$ cat src/rtl/core/wtm_pkg.sv
// ----------------------------------------------------------------------------
// wtm_pkg
// Shared types and constants of the window throughput meter.
// ----------------------------------------------------------------------------
package wtm_pkg;

    localparam int DATA_W = 32;
    localparam int TICK_W = 24;
    localparam int MUL_W  = 20;

    localparam logic [MUL_W-1:0]  US_PER_SECOND = 20'd1000000;
    localparam logic [DATA_W-1:0] RATE_MAX      = 32'hFFFF_FFFF;

    typedef struct packed {
        logic capture;
        logic sub;
        logic add;
    } win_ctrl_t;

    typedef struct packed {
        logic load;
        logic mul_step;
        logic mul_bit;
        logic div_step;
    } lane_ctrl_t;

endpackage

$ cat src/rtl/core/wtm_ram.sv
// ----------------------------------------------------------------------------
// wtm_ram
// Generic single-write, single-read RAM with a registered read port.
// ----------------------------------------------------------------------------
module wtm_ram #(
    parameter int WIDTH = 88,
    parameter int DEPTH = 16
) (
    input  logic                     aclk,
    input  logic                     we,
    input  logic [$clog2(DEPTH)-1:0] waddr,
    input  logic [WIDTH-1:0]         wdata,
    input  logic [$clog2(DEPTH)-1:0] raddr,
    output logic [WIDTH-1:0]         rdata
);

    logic [WIDTH-1:0] mem [DEPTH];
    logic [WIDTH-1:0] rdata_reg;

    always_ff @(posedge aclk) begin
        if (we) begin
            mem[waddr] <= wdata;
        end
        rdata_reg <= mem[raddr];
    end

    assign rdata = rdata_reg;

endmodule

$ cat src/rtl/core/wtm_window.sv
// ----------------------------------------------------------------------------
// wtm_window
// Ring window of per-tick byte and time deltas with running sums.
// ----------------------------------------------------------------------------
module wtm_window #(
    parameter int WINDOW_DEPTH = 16
) (
    input  logic                                             aclk,
    input  logic                                             aresetn,
    input  wtm_pkg::win_ctrl_t                               ctrl,
    input  logic [wtm_pkg::DATA_W-1:0]                       total_sent,
    input  logic [wtm_pkg::DATA_W-1:0]                       total_received,
    input  logic [wtm_pkg::TICK_W-1:0]                       tick_time_us,
    output logic [wtm_pkg::DATA_W+$clog2(WINDOW_DEPTH)-1:0]  sent_sum,
    output logic [wtm_pkg::DATA_W+$clog2(WINDOW_DEPTH)-1:0]  received_sum,
    output logic [wtm_pkg::TICK_W+$clog2(WINDOW_DEPTH)-1:0]  time_sum
);
    import wtm_pkg::*;

    localparam int SLOT_W  = $clog2(WINDOW_DEPTH);
    localparam int SUM_W   = DATA_W + SLOT_W;
    localparam int TSUM_W  = TICK_W + SLOT_W;
    localparam int ENTRY_W = 2 * DATA_W + TICK_W;

    logic [SLOT_W-1:0]       slot_reg;
    logic [WINDOW_DEPTH-1:0] valid_reg;
    logic [DATA_W-1:0]       prev_sent_reg;
    logic [DATA_W-1:0]       prev_received_reg;
    logic [DATA_W-1:0]       in_sent_reg;
    logic [DATA_W-1:0]       in_received_reg;
    logic [TICK_W-1:0]       in_tick_reg;
    logic [SUM_W-1:0]        sent_sum_reg;
    logic [SUM_W-1:0]        received_sum_reg;
    logic [TSUM_W-1:0]       time_sum_reg;

    logic [ENTRY_W-1:0] rdata;
    logic [ENTRY_W-1:0] old_entry;
    logic [DATA_W-1:0]  ds;
    logic [DATA_W-1:0]  dr;

    assign ds = in_sent_reg - prev_sent_reg;
    assign dr = in_received_reg - prev_received_reg;
    assign old_entry = valid_reg[slot_reg] ? rdata : '0;

    wtm_ram #(
        .WIDTH (ENTRY_W),
        .DEPTH (WINDOW_DEPTH)
    ) u_ram (
        .aclk  (aclk),
        .we    (ctrl.add),
        .waddr (slot_reg),
        .wdata ({ds, dr, in_tick_reg}),
        .raddr (slot_reg),
        .rdata (rdata)
    );

    always_ff @(posedge aclk) begin
        if (!aresetn) begin
            slot_reg          <= '0;
            valid_reg         <= '0;
            prev_sent_reg     <= '0;
            prev_received_reg <= '0;
            sent_sum_reg      <= '0;
            received_sum_reg  <= '0;
            time_sum_reg      <= '0;
        end else begin
            if (ctrl.sub) begin
                sent_sum_reg     <= sent_sum_reg - SUM_W'(old_entry[ENTRY_W-1 -: DATA_W]);
                received_sum_reg <= received_sum_reg
                                    - SUM_W'(old_entry[TICK_W +: DATA_W]);
                time_sum_reg     <= time_sum_reg - TSUM_W'(old_entry[TICK_W-1:0]);
            end
            if (ctrl.add) begin
                sent_sum_reg       <= sent_sum_reg + SUM_W'(ds);
                received_sum_reg   <= received_sum_reg + SUM_W'(dr);
                time_sum_reg       <= time_sum_reg + TSUM_W'(in_tick_reg);
                valid_reg[slot_reg] <= 1'b1;
                slot_reg           <= (slot_reg == SLOT_W'(WINDOW_DEPTH - 1))
                                      ? '0 : slot_reg + 1'b1;
                prev_sent_reg      <= in_sent_reg;
                prev_received_reg  <= in_received_reg;
            end
        end
    end

    always_ff @(posedge aclk) begin
        if (ctrl.capture) begin
            in_sent_reg     <= total_sent;
            in_received_reg <= total_received;
            in_tick_reg     <= tick_time_us;
        end
    end

    assign sent_sum     = sent_sum_reg;
    assign received_sum = received_sum_reg;
    assign time_sum     = time_sum_reg;

endmodule

$ cat src/rtl/core/wtm_rate_lane.sv
// ----------------------------------------------------------------------------
// wtm_rate_lane
// Bit-serial scale by one million followed by bit-serial restoring division.
// ----------------------------------------------------------------------------
module wtm_rate_lane #(
    parameter int SUM_W  = 36,
    parameter int TSUM_W = 28
) (
    input  logic                       aclk,
    input  wtm_pkg::lane_ctrl_t        ctrl,
    input  logic [SUM_W-1:0]           bytes,
    input  logic [TSUM_W-1:0]          divisor,
    output logic [wtm_pkg::DATA_W-1:0] rate
);
    import wtm_pkg::*;

    localparam int PROD_W = SUM_W + MUL_W;

    logic [SUM_W-1:0]  mcand_reg;
    logic [PROD_W-1:0] prod_reg;
    logic [TSUM_W-1:0] rem_reg;
    logic [DATA_W-1:0] quo_reg;
    logic              ovf_reg;

    logic [TSUM_W:0]   trial;
    logic [TSUM_W:0]   diff;
    logic              qbit;

    assign trial = {rem_reg, prod_reg[PROD_W-1]};
    assign diff  = trial - {1'b0, divisor};
    assign qbit  = trial >= {1'b0, divisor};

    always_ff @(posedge aclk) begin
        if (ctrl.load) begin
            mcand_reg <= bytes;
            prod_reg  <= '0;
            rem_reg   <= '0;
            quo_reg   <= '0;
            ovf_reg   <= 1'b0;
        end else if (ctrl.mul_step) begin
            prod_reg <= {prod_reg[PROD_W-2:0], 1'b0}
                        + (ctrl.mul_bit ? PROD_W'(mcand_reg) : '0);
        end else if (ctrl.div_step) begin
            prod_reg <= {prod_reg[PROD_W-2:0], 1'b0};
            rem_reg  <= qbit ? diff[TSUM_W-1:0] : trial[TSUM_W-1:0];
            quo_reg  <= {quo_reg[DATA_W-2:0], qbit};
            ovf_reg  <= ovf_reg | quo_reg[DATA_W-1];
        end
    end

    assign rate = ovf_reg ? RATE_MAX : quo_reg;

endmodule

$ cat src/rtl/core/window_throughput_meter.sv
// ----------------------------------------------------------------------------
// window_throughput_meter
// Sliding-window byte rate meter over the last WINDOW_DEPTH ticks.
// ----------------------------------------------------------------------------
// Each input beat carries the cumulative sent and received byte counters and
// the tick length in microseconds; each one yields exactly one result beat
// with both rates in bytes per second, saturated to 32 bits, and a flag that
// is set when the window holds no time at all. For each item the SUB, ADD
// and LOAD states update the window and load the lanes, the byte sums are
// then scaled by one million one bit at a time, one restoring division step
// per bit of the 56-bit product at the default depth follows, and the result
// finally moves to the output register, with both rates worked in parallel
// lanes. A result beat that is held off by the sink delays the move to the
// output register by the length of the stall. The block takes one item at a
// time and accepts the next one in the cycle after the result has moved to
// the output register.
module window_throughput_meter #(
    parameter int WINDOW_DEPTH = 16
) (
    input  logic                       aclk,
    input  logic                       aresetn,
    input  logic                       s_valid,
    output logic                       s_ready,
    input  logic [wtm_pkg::DATA_W-1:0] s_total_sent,
    input  logic [wtm_pkg::DATA_W-1:0] s_total_received,
    input  logic [wtm_pkg::TICK_W-1:0] s_tick_time_us,
    output logic                       m_valid,
    input  logic                       m_ready,
    output logic [wtm_pkg::DATA_W-1:0] m_sent_rate,
    output logic [wtm_pkg::DATA_W-1:0] m_received_rate,
    output logic                       m_no_time
);
    import wtm_pkg::*;

    localparam int SLOT_W = $clog2(WINDOW_DEPTH);
    localparam int SUM_W  = DATA_W + SLOT_W;
    localparam int TSUM_W = TICK_W + SLOT_W;
    localparam int PROD_W = SUM_W + MUL_W;
    localparam int CNT_W  = $clog2(PROD_W);

    typedef enum logic [2:0] {
        ST_IDLE,
        ST_SUB,
        ST_ADD,
        ST_LOAD,
        ST_MUL,
        ST_DIV,
        ST_DONE
    } state_t;

    state_t            state_reg;
    logic [CNT_W-1:0]  cnt_reg;
    logic [MUL_W-1:0]  mul_sr_reg;
    logic              m_valid_reg;
    logic [DATA_W-1:0] sent_rate_reg;
    logic [DATA_W-1:0] received_rate_reg;
    logic              no_time_reg;

    win_ctrl_t         win_ctrl;
    lane_ctrl_t        lane_ctrl;
    logic [SUM_W-1:0]  sent_sum;
    logic [SUM_W-1:0]  received_sum;
    logic [TSUM_W-1:0] time_sum;
    logic [DATA_W-1:0] sent_rate;
    logic [DATA_W-1:0] received_rate;
    logic              time_zero;
    logic              out_free;

    assign s_ready   = (state_reg == ST_IDLE);
    assign time_zero = (time_sum == '0);
    assign out_free  = !m_valid_reg || m_ready;

    always_comb begin
        win_ctrl.capture   = s_valid && s_ready;
        win_ctrl.sub       = (state_reg == ST_SUB);
        win_ctrl.add       = (state_reg == ST_ADD);
        lane_ctrl.load     = (state_reg == ST_LOAD);
        lane_ctrl.mul_step = (state_reg == ST_MUL);
        lane_ctrl.mul_bit  = mul_sr_reg[MUL_W-1];
        lane_ctrl.div_step = (state_reg == ST_DIV);
    end

    wtm_window #(
        .WINDOW_DEPTH (WINDOW_DEPTH)
    ) u_window (
        .aclk           (aclk),
        .aresetn        (aresetn),
        .ctrl           (win_ctrl),
        .total_sent     (s_total_sent),
        .total_received (s_total_received),
        .tick_time_us   (s_tick_time_us),
        .sent_sum       (sent_sum),
        .received_sum   (received_sum),
        .time_sum       (time_sum)
    );

    wtm_rate_lane #(
        .SUM_W  (SUM_W),
        .TSUM_W (TSUM_W)
    ) u_sent_lane (
        .aclk    (aclk),
        .ctrl    (lane_ctrl),
        .bytes   (sent_sum),
        .divisor (time_sum),
        .rate    (sent_rate)
    );

    wtm_rate_lane #(
        .SUM_W  (SUM_W),
        .TSUM_W (TSUM_W)
    ) u_received_lane (
        .aclk    (aclk),
        .ctrl    (lane_ctrl),
        .bytes   (received_sum),
        .divisor (time_sum),
        .rate    (received_rate)
    );

    always_ff @(posedge aclk) begin
        if (!aresetn) begin
            state_reg   <= ST_IDLE;
            cnt_reg     <= '0;
            mul_sr_reg  <= '0;
            m_valid_reg <= 1'b0;
        end else begin
            if (m_valid_reg && m_ready && state_reg != ST_DONE) begin
                m_valid_reg <= 1'b0;
            end
            case (state_reg)
                ST_IDLE: begin
                    if (s_valid) begin
                        state_reg <= ST_SUB;
                    end
                end
                ST_SUB: begin
                    state_reg <= ST_ADD;
                end
                ST_ADD: begin
                    state_reg <= ST_LOAD;
                end
                ST_LOAD: begin
                    cnt_reg    <= '0;
                    mul_sr_reg <= US_PER_SECOND;
                    state_reg  <= ST_MUL;
                end
                ST_MUL: begin
                    mul_sr_reg <= {mul_sr_reg[MUL_W-2:0], 1'b0};
                    if (cnt_reg == CNT_W'(MUL_W - 1)) begin
                        cnt_reg   <= '0;
                        state_reg <= ST_DIV;
                    end else begin
                        cnt_reg <= cnt_reg + 1'b1;
                    end
                end
                ST_DIV: begin
                    if (cnt_reg == CNT_W'(PROD_W - 1)) begin
                        cnt_reg   <= '0;
                        state_reg <= ST_DONE;
                    end else begin
                        cnt_reg <= cnt_reg + 1'b1;
                    end
                end
                ST_DONE: begin
                    if (out_free) begin
                        m_valid_reg       <= 1'b1;
                        sent_rate_reg     <= time_zero ? RATE_MAX : sent_rate;
                        received_rate_reg <= time_zero ? RATE_MAX : received_rate;
                        no_time_reg       <= time_zero;
                        state_reg         <= ST_IDLE;
                    end
                end
                default: begin
                    state_reg <= ST_IDLE;
                end
            endcase
        end
    end

    assign m_valid         = m_valid_reg;
    assign m_sent_rate     = sent_rate_reg;
    assign m_received_rate = received_rate_reg;
    assign m_no_time       = no_time_reg;

endmodule

$ cat config.mk
export PLATFORM = sky130hd
export DESIGN_NAME = window_throughput_meter
export DESIGN_NICKNAME = d
export VERILOG_FILES = /design/src/rtl/core/wtm_pkg.sv /design/src/rtl/core/wtm_ram.sv /design/src/rtl/core/wtm_window.sv /design/src/rtl/core/wtm_rate_lane.sv /design/src/rtl/core/window_throughput_meter.sv
export SDC_FILE = /design/constraint.sdc
export NUM_CORES = 2
export LEC_CHECK = 0
export BUFFER_PORTS_ARGS = -buffer_cell sky130_fd_sc_hd__buf_2
export CORE_UTILIZATION = 45
export CTS_CLUSTER_DIAMETER = 120
export DETAILED_ROUTE_END_ITERATION = 8
export GPL_TIMING_DRIVEN = 0
export PLACE_DENSITY = 0.71
export SYNTH_ARGS = -nofsm -noshare
export SYNTH_HDL_FRONTEND = slang
export SYNTH_SLANG_ARGS = --single-unit
$ cat constraint.sdc
create_clock -name aclk -period 10.5 [get_ports aclk]
set_input_delay 2.1 -clock aclk [delete_from_list [all_inputs] [get_ports aclk]]
set_output_delay 2.1 -clock aclk [all_outputs]
set_load 0.02 [all_outputs]
==> results.py <==
metrics = {
    "status": {
        "status": "complete, but fails checks",
        "failed_checks": "capacitance limit, slew limit",
    },
    "clocking": {
        "cts_hold_buf": 0,
        "h-tree-depth": 4,
        "cts-resized-gates": 0,
        "post-cts-setup-buffers": 0,
        "clk-insertion-delay-late_ps": 900,
        "cts_buffers": 219,
        "cts_max_path_buffers": 3,
        "cts_root_buf": "clkbuf_16",
        "cts.clk_slew.worst_paths_ps": 60,
        "cts_sinks": 2163,
        "cts_tree": "built",
    },
    "timing": {
        "min_period_ps": 8894,
        "tns_ps": 0,
        "worstMarginPinSlew_ps": 1585,
        "fin_ws_ps": 1606,
        "whs_ps": 441.9,
        "finalHoldViolations": 0,
        "setup_viol": 0,
        "slew_headroom_pct": -5.668,
        "skew_ps": 71.00,
        "rsz0062_at_grt": "no",
        "post-route-period-util_pct": 84.70,
        "achievable-frequency_mhz": 112.4,
        "slew_viol_final": 11,
    },
    "power": {
        "seqPwrFrac_pct": 42.6,
        "switchingPower_mw": 7.506,
        "internal_power_mw": 17.10,
        "combPwrFrac_pct": 23.2,
        "irDropWorstVdd_v": 0.0001954,
        "p_clk_share_pct": 34.2,
        "swShare_pct": 30.51,
        "leakage_nw": 38.70,
        "finalPower_mw": 24.61,
        "cellPowerDensity_nw_per_um2": 221.0,
    },
    "global_routing": {
        "grt_usage_pct": 24.83,
        "grt-ovfl-total": 0,
        "grt_pass1_vias": 62550,
        "grt_start_max_net_pins": 59,
        "grt_pass1_wl_mm": 402.2,
        "antenna_found_initial": 8,
    },
    "logic_synthesis": {
        "synth_common_cells": "edfxtp_1, nand2_1, dfxtp_1",
        "yosys.area.top_type": "edfxtp_1",
        "yosysWarnings": 0,
        "syn_area_um2": 96950,
        "async_flop_share_pct": 0,
        "syn_nets": 7547,
        "synth_most_common_cell": "edfxtp_1",
        "postSynthAreaPerCell_um2": 13.55,
        "yosysUniqueCellTypes": 103,
        "synth_edf_count": 1633,
        "postSynthCellCount": 7153,
        "synthTopCellsByArea": "edfxtp_1, dfxtp_1, mux4_2",
        "ys_seq_area_share_pct": 61.52,
        "ys_ff_latch": 2163,
        "synth_top_area_share_pct": 50.58,
        "ys.flop_type": "edfxtp_1",
    },
    "floorplanning": {
        "initial_core_util_pct": 45.22,
        "die_y_um": 466.2,
        "ios": 159,
        "coreArea_um2": 214400,
        "dieArea_um2": 217300,
        "fp-row-count": 170,
        "die_w_um": 466.2,
    },
    "route": {
        "wl_met3_mm": 25.73,
        "drc": 0,
        "routed.top_layer": "met5",
        "drt_iter0_markers": 7924,
        "wl_met2_mm": 126.8,
        "wl_per_cell_um": 25.59,
        "routed_wl_mm": 273.1,
        "via_per_inst": 6.009,
        "drt-met1-wl_mm": 107.6,
        "ant_nets": 0,
        "num_vias": 64130,
        "drt_first_pass_iters": 9,
    },
    "min_path": {
        "hold_path_class": "flop to flop",
    },
    "critical_path": {
        "cp.arrival_ps": 9670,
        "worst-r2r-setup-slack_ps": 1610,
        "crit_fanout": 10,
        "r2r-end": "u_window.time_sum[27]$_SDFFE_PN0P_",
        "path_cells": "clkbuf_1 -> mux4_2 -> mux2i_1 -> o21ai_1 -> clkbuf_1 -> clkbuf_1 -> nand2_1 -> ha_1 -> clkbuf_1 -> nor2_1 -> a31oi_1 -> a31oi_1 -> ha_1 -> a21o_1 -> a21o_1 -> a21oi_1 -> nor4bb_1 -> nor4b_1 -> nand2b_1 -> a31oi_1 -> o21ai_0 -> a31o_1 -> xnor2_1 -> and2_1",
        "crit_type": "flop to flop",
        "worstSetupPathDepth": 24,
        "slowest_delay_ps": 1120,
        "crit_top_cell": "clkbuf_1",
        "endpoint": "u_window.time_sum[27]$_SDFFE_PN0P_",
        "critPathLaunchType": "flop",
        "reg2regPathDepth": 24,
        "crit_family": "compound AO/OA/AOI/OAI gates",
        "cpMaxStageDelayCell": "o21ai_1",
        "worst_setup_path_end_kind": "flop",
        "critPathRequiredTime_ps": 11280,
        "critPathLaunch": "u_window.slot_reg[2]$_SDFFE_PN0P_",
        "r2r_start": "u_window.slot_reg[2]$_SDFFE_PN0P_",
        "path_buf_inv": 4,
    },
    "place": {
        "placed_cells": 10250,
        "dpl_cell_area_um2": 103100,
        "pre_cts_ws_ps": 1974,
        "place.detailed.hpwl_mm": 186.8,
        "globalplace.congestion": 0.9203,
        "port-buffer-count": 157,
    },
    "layout": {
        "fin_nets": 8026,
        "final_core_util_pct": 51.93,
        "areaGrowthSynthToFinish_pct": 14.84,
        "drive_gt1_share_pct": 15.31,
        "final_cells": 10670,
        "largest_register_ffs": 1408,
        "finalInstanceArea_um2": 111300,
    },
    "run": {
        "maxCapViolCount": 2,
    },
}
[worst register-to-register path: stages, from the launching register on]
cell	delay (ps)
dfxtp_1	310
clkbuf_1	720
mux4_2	380
mux2i_1	90
o21ai_1	1120
clkbuf_1	890
clkbuf_1	760
nand2_1	170
ha_1	220
clkbuf_1	220
nor2_1	450
a31oi_1	110
a31oi_1	420
ha_1	380
a21o_1	180
a21o_1	170
a21oi_1	230
nor4bb_1	530
nor4b_1	130
nand2b_1	200
a31oi_1	430
o21ai_0	150
a31o_1	280
xnor2_1	130
and2_1	150
[kinds of logic (layout without fill, tap and decap cells)]
family / after synthesis / in the layout / synth area share (%)
and+or+nand+nor: 1734 / 1734 / 8.359
buffers and inverters: 547 / 1224 / 2.131
AOI/OAI and AO/OA: 1599 / 1599 / 10.34
xor gates and xnor gates: 311 / 311 / 2.810
DFF: 2163 / 2163 / 61.52
other: 0 / 4 / 0
muxes: 497 / 497 / 10.87
adders and majority gates: 302 / 302 / 3.967
[how the worst min path moves through the flow]
stage	depth (start not counted)	to	startpoint	slack, ps
final	2	u_received_lane.quo_reg[28]$_SDFFE_PP0P_	u_received_lane.quo_reg[27]$_SDFFE_PP0P_	440
after global routing	2	u_sent_lane.quo_reg[2]$_SDFFE_PP0P_	u_sent_lane.quo_reg[1]$_SDFFE_PP0P_	460
after CTS	2	u_sent_lane.quo_reg[2]$_SDFFE_PP0P_	u_sent_lane.quo_reg[1]$_SDFFE_PP0P_	440
after detailed placement	0	u_sent_lane.mcand_reg[35]$_DFFE_PP_	u_window.sent_sum[35]$_SDFFE_PN0P_	440
after global placement	0	u_sent_lane.mcand_reg[35]$_DFFE_PP_	u_window.sent_sum[35]$_SDFFE_PN0P_	440
after floorplan	0	u_sent_lane.mcand_reg[35]$_DFFE_PP_	u_window.sent_sum[35]$_SDFFE_PN0P_	420
[power groups by stage]
| stage | Combinational (mW) | Sequential, mW | Clock, mW |
|---|---|---|---|
| 6_report | 5.71 | 10.5 | 8.41 |
| 4_1_cts | 5.57 | 10.5 | 8.50 |
| 3_3_place_gp | 5.37 | 10.7 | 0 |
| 5_1_grt | 6.23 | 10.5 | 8.82 |
| 2_1_floorplan | 4.05 | 10.5 | 0 |
| 3_5_place_dp | 5.51 | 10.7 | 0 |
[routing by layer]
metal  vias to the layer above  global-route usage [%]
met5                         -                       0
met3                       654                   4.615
met1                     31640                   32.98
met4                        10                   10.96
li1                      28210                       -
met2                      3611                   39.80
[placed cells by master (no fill, tap or decap), types with 37 or more instances in the layout]
cell type  netlist  routed
edfxtp_1      1633    1633
nand2_1        744     744
dfxtp_1        530     530
a21oi_1        476     475
mux4_2         444     444
nor2_1         339     326
o21ai_0        324     324
clkbuf_1       281     305
ha_1           293     293
clkbuf_16        0     220
inv_1          202     202
buf_2            7     168
a21o_1         168     168
xnor2_1        175     142
and2_1         140     139
xor2_1         136     128
nand3_1        115     115
a21boi_0        96      96
or3_1           88      88
nor3_1          79      75
o21ai_1         70      70
a31oi_1         64      64
o21a_1          52      52
buf_1           53      49
mux2i_1         46      46
a211oi_1        46      46
o21bai_1        45      45
buf_12           0      43
nand2b_1        40      40
clkinv_2         0      40
o211ai_1        38      38
nor2b_1         37      37
[final cells by class]
| cell class | count | area, um^2 |
|---|---|---|
| multi-input combinational | 4443 | 35670 |
| clock buffer | 271 | 5957 |
| inverter | 205 | 769.5 |
| sequential | 2163 | 59650 |
| clock inverter | 148 | 1943 |
| fill | 17430 | 103100 |
| tap | 2838 | 3551 |
| buffer | 342 | 1303 |
| timing repair buffer | 258 | 2487 |
| antenna | 4 | 10.01 |
No activity file was read; power rests on OpenSTA's default activity.
